$ cat config.mk
export PLATFORM = sky130hd
export DESIGN_NAME = dspq_ram
export DESIGN_NICKNAME = d
export VERILOG_FILES = /design/src/hdl/dspq_ram.sv
export SDC_FILE = /design/constraint.sdc
export NUM_CORES = 1
export LEC_CHECK = 0
export BUFFER_PORTS_ARGS = -buffer_cell sky130_fd_sc_hd__buf_4
export CAP_MARGIN = 40
export CORE_ASPECT_RATIO = 0.6
export CORE_MARGIN = 1.5
export CORE_UTILIZATION = 57
export DETAILED_ROUTE_END_ITERATION = 8
export PLACE_DENSITY_LB_ADDON = 0.2
export SYNTH_ARGS = -nofsm -noshare
export SYNTH_HDL_FRONTEND = slang
export SYNTH_SLANG_ARGS = --single-unit
$ cat constraint.sdc
create_clock -name clk_i -period 2.85 [get_ports clk_i]
set_clock_uncertainty 0.2 [all_clocks]
set_input_delay 0.4275 -clock clk_i [delete_from_list [all_inputs] [get_ports clk_i]]
set_output_delay 0.4275 -clock clk_i [all_outputs]
set_load 0.1 [all_outputs]
$ cat src/hdl/dspq_ram.sv
// Single-port-write, single-read synchronous RAM with a registered read.
// Depends on nothing.
module dspq_ram #(
  parameter int WIDTH = 8,
  parameter int DEPTH = 4
) (
  input  logic                     clk_i,
  input  logic                     we_i,
  input  logic [$clog2(DEPTH)-1:0] waddr_i,
  input  logic [WIDTH-1:0]         wdata_i,
  input  logic [$clog2(DEPTH)-1:0] raddr_i,
  output logic [WIDTH-1:0]         rdata_o
);
  logic [WIDTH-1:0] mem [DEPTH];

  always_ff @(posedge clk_i) begin
    if (we_i) mem[waddr_i] <= wdata_i;
    rdata_o <= mem[raddr_i];
  end
endmodule

==> metrics <==
Synth Cell Area=around 1300 sq um; antenna viol nets, final=0; vias in the first global route=around 580; antenna violations before repair=0; final core occ=73.4%; Final Hold Vio Count=0; setup bufs post-CTS=0; family with the most delay on the worst path=flip-flops; chip width=65.8 um; Final TNS setup=0 ns; GRT overflow=0; Starting Density=between 60% and 70%; first-pass detailed-route iteration total=3; port bufs=21; PnR worst setup slack=1.34 ns; htree depth=2; CTS resizes=0; diode count=0; Worst Setup End Kind=output pin; Post-Syn Instances=54; Worst path max stage delay=a little over 0.3 ns; CTS sink cnt=40; most frequent cells in the layout=32 x edfxtp_1, 22 x buf_4, 8 x mux4_2, 8 x dfxtp_1, 5 x clkbuf_8; Synth cell types=8; buffer and inverter count on the worst path=1; Pwr per Cell Area=719 nW/um^2; nature of the critical path startpoint=flip-flop; CTS Hold Bufs=0; GPL Wtd Cong=slightly above 0.7; core area=2200 sq um; Syn Area/Cell=~25 sq um; first-pass GRT wire length=between 2000 and 3000 um; Fill cells=between 100 and 150; worst skew pair latency=between 0.2 and 0.3 ns; Crit Path Max Fanout=1; CTS tree=built; clock-pin slew on the worst setup and hold paths=around 0.070 ns; worst path cell trace=buf_4; Rows=13; final period utilization=a little over half; max_slew headroom=between 60% and 70%; pre-CTS setup slack=roughly 1.3 ns; CTS Buffer Depth=2; Leak=0.000581 uW; Pwr Total=1160 uW; most common cell after layout, fill and taps aside=edfxtp_1; # Max-Cap Violations=0; Ports=22; die footprint=2680 sq um; fmax=between 0.6 and 0.7 GHz; Slew Viols, Final=0; Worst path slowest cell=dfxtp_1; sequential share of the synthesized area=83.1%; status=finished, final reports clean; Vert. Die Dim=approximately 41 um; crit path time final=1.51 ns; Post-route DRC=0; TritonCTS Buffers=5; VDD IR max=~0.45 mV; final setup fails=0; WL final=roughly 1900 um; Worst Tran Pin Value=around 0.46 ns; Final #Nets=95; Synth Register Bits=40; post-synth net total=~70; vias per inst=between 5 and 6; RSZ-0062 raised after global routing=no; ratio of cells with drive above 1 in the final layout=between 40% and 50%; critical path required time=between 2 and 2.5 ns; Iteration-0 DRC Markers=57; P&R area growth vs syn=19.6%; worst endpoint data arrival time=about 0.88 ns; via count=approximately 580; Register Area=around 1100 sq um; multi-input logic area=~210 sq um; critical path type=reg -> out; root buffer cell=clkbuf_8; total track usage=roughly 17%; largest net degree at the start of global routing=12; routed length per instance=16.7 um; Hold WC Path Type=in -> reg; Syn. warnings=0
-- synthesized netlist by cell type, drive strengths merged --
cell,number,area [sq um]
edfxtp,32,961
dfxtp,8,160
mux4,8,180
and3b,2,17.5
and3,1,6.26
buf,1,11.3
clkbuf,1,5.00
nor3b,1,7.51
-- area by class of cell --
type                    instances  area share, %
clock buffers                   6           4.50
clock inverters                 1          0.310
flip-flops and latches         40           69.5
multi-input cells              12           13.1
repair buffers                 22           10.2
well taps                      30           2.33
-- worst paths after layout --
kind                   start    endpoint  slack (ns)  depth (start not counted)
setup / recovery  rdata_o[2]  rdata_o[2]        1.34                          1
hold / removal    wdata_i[1]   mem[1][1]        0.14                          1
setup reg to reg   mem[2][7]  rdata_o[7]        1.69                          1
hold reg to reg    mem[3][7]  rdata_o[7]        0.36                          1
-- cells by family (layout without fill, tap and decap cells) --
| family | after synthesis | after routing | synth area share (%) |
|---|---|---|---|
| buf+inv | 2 | 29 | 1.21 |
| flops | 40 | 40 | 83.1 |
| mux | 8 | 8 | 13.4 |
| simple gates | 4 | 4 | 2.32 |
-- registers in the layout, indices dropped and copies added, names as in the netlist --
register and flops:
mem 32, rdata_o 8
-- through the flow --
step           std cells  instance area, sq um  hold slack, ns
6_report             111                  1610           0.144
3_5_place_dp         104                  1540           0.343
4_1_cts              111                  1610           0.133
3_3_place_gp         104                  1540           0.336
5_1_grt              111                  1610           0.133
2_1_floorplan         54                  1350           0.326
-- per-layer routing --
metal	part of all wire (%)	wire length, um	vias up	global-route usage, %
li1	-	-	274	-
met1	44	807	285	20.5
met2	49	901	17	26.5
met3	6.8	125	3	9.62
met4	0.92	17	0	7.81
met5	0	0	-	0
-- power by group --
| group | internal, uW | leakage, uW | switching, uW |
|---|---|---|---|
| logic | 44.1 | 0.000178 | 108 |
| clock network | 166 | 0.0000410 | 167 |
| registers | 666 | 0.000361 | 7.92 |
No activity file was read; power rests on OpenSTA's default activity.
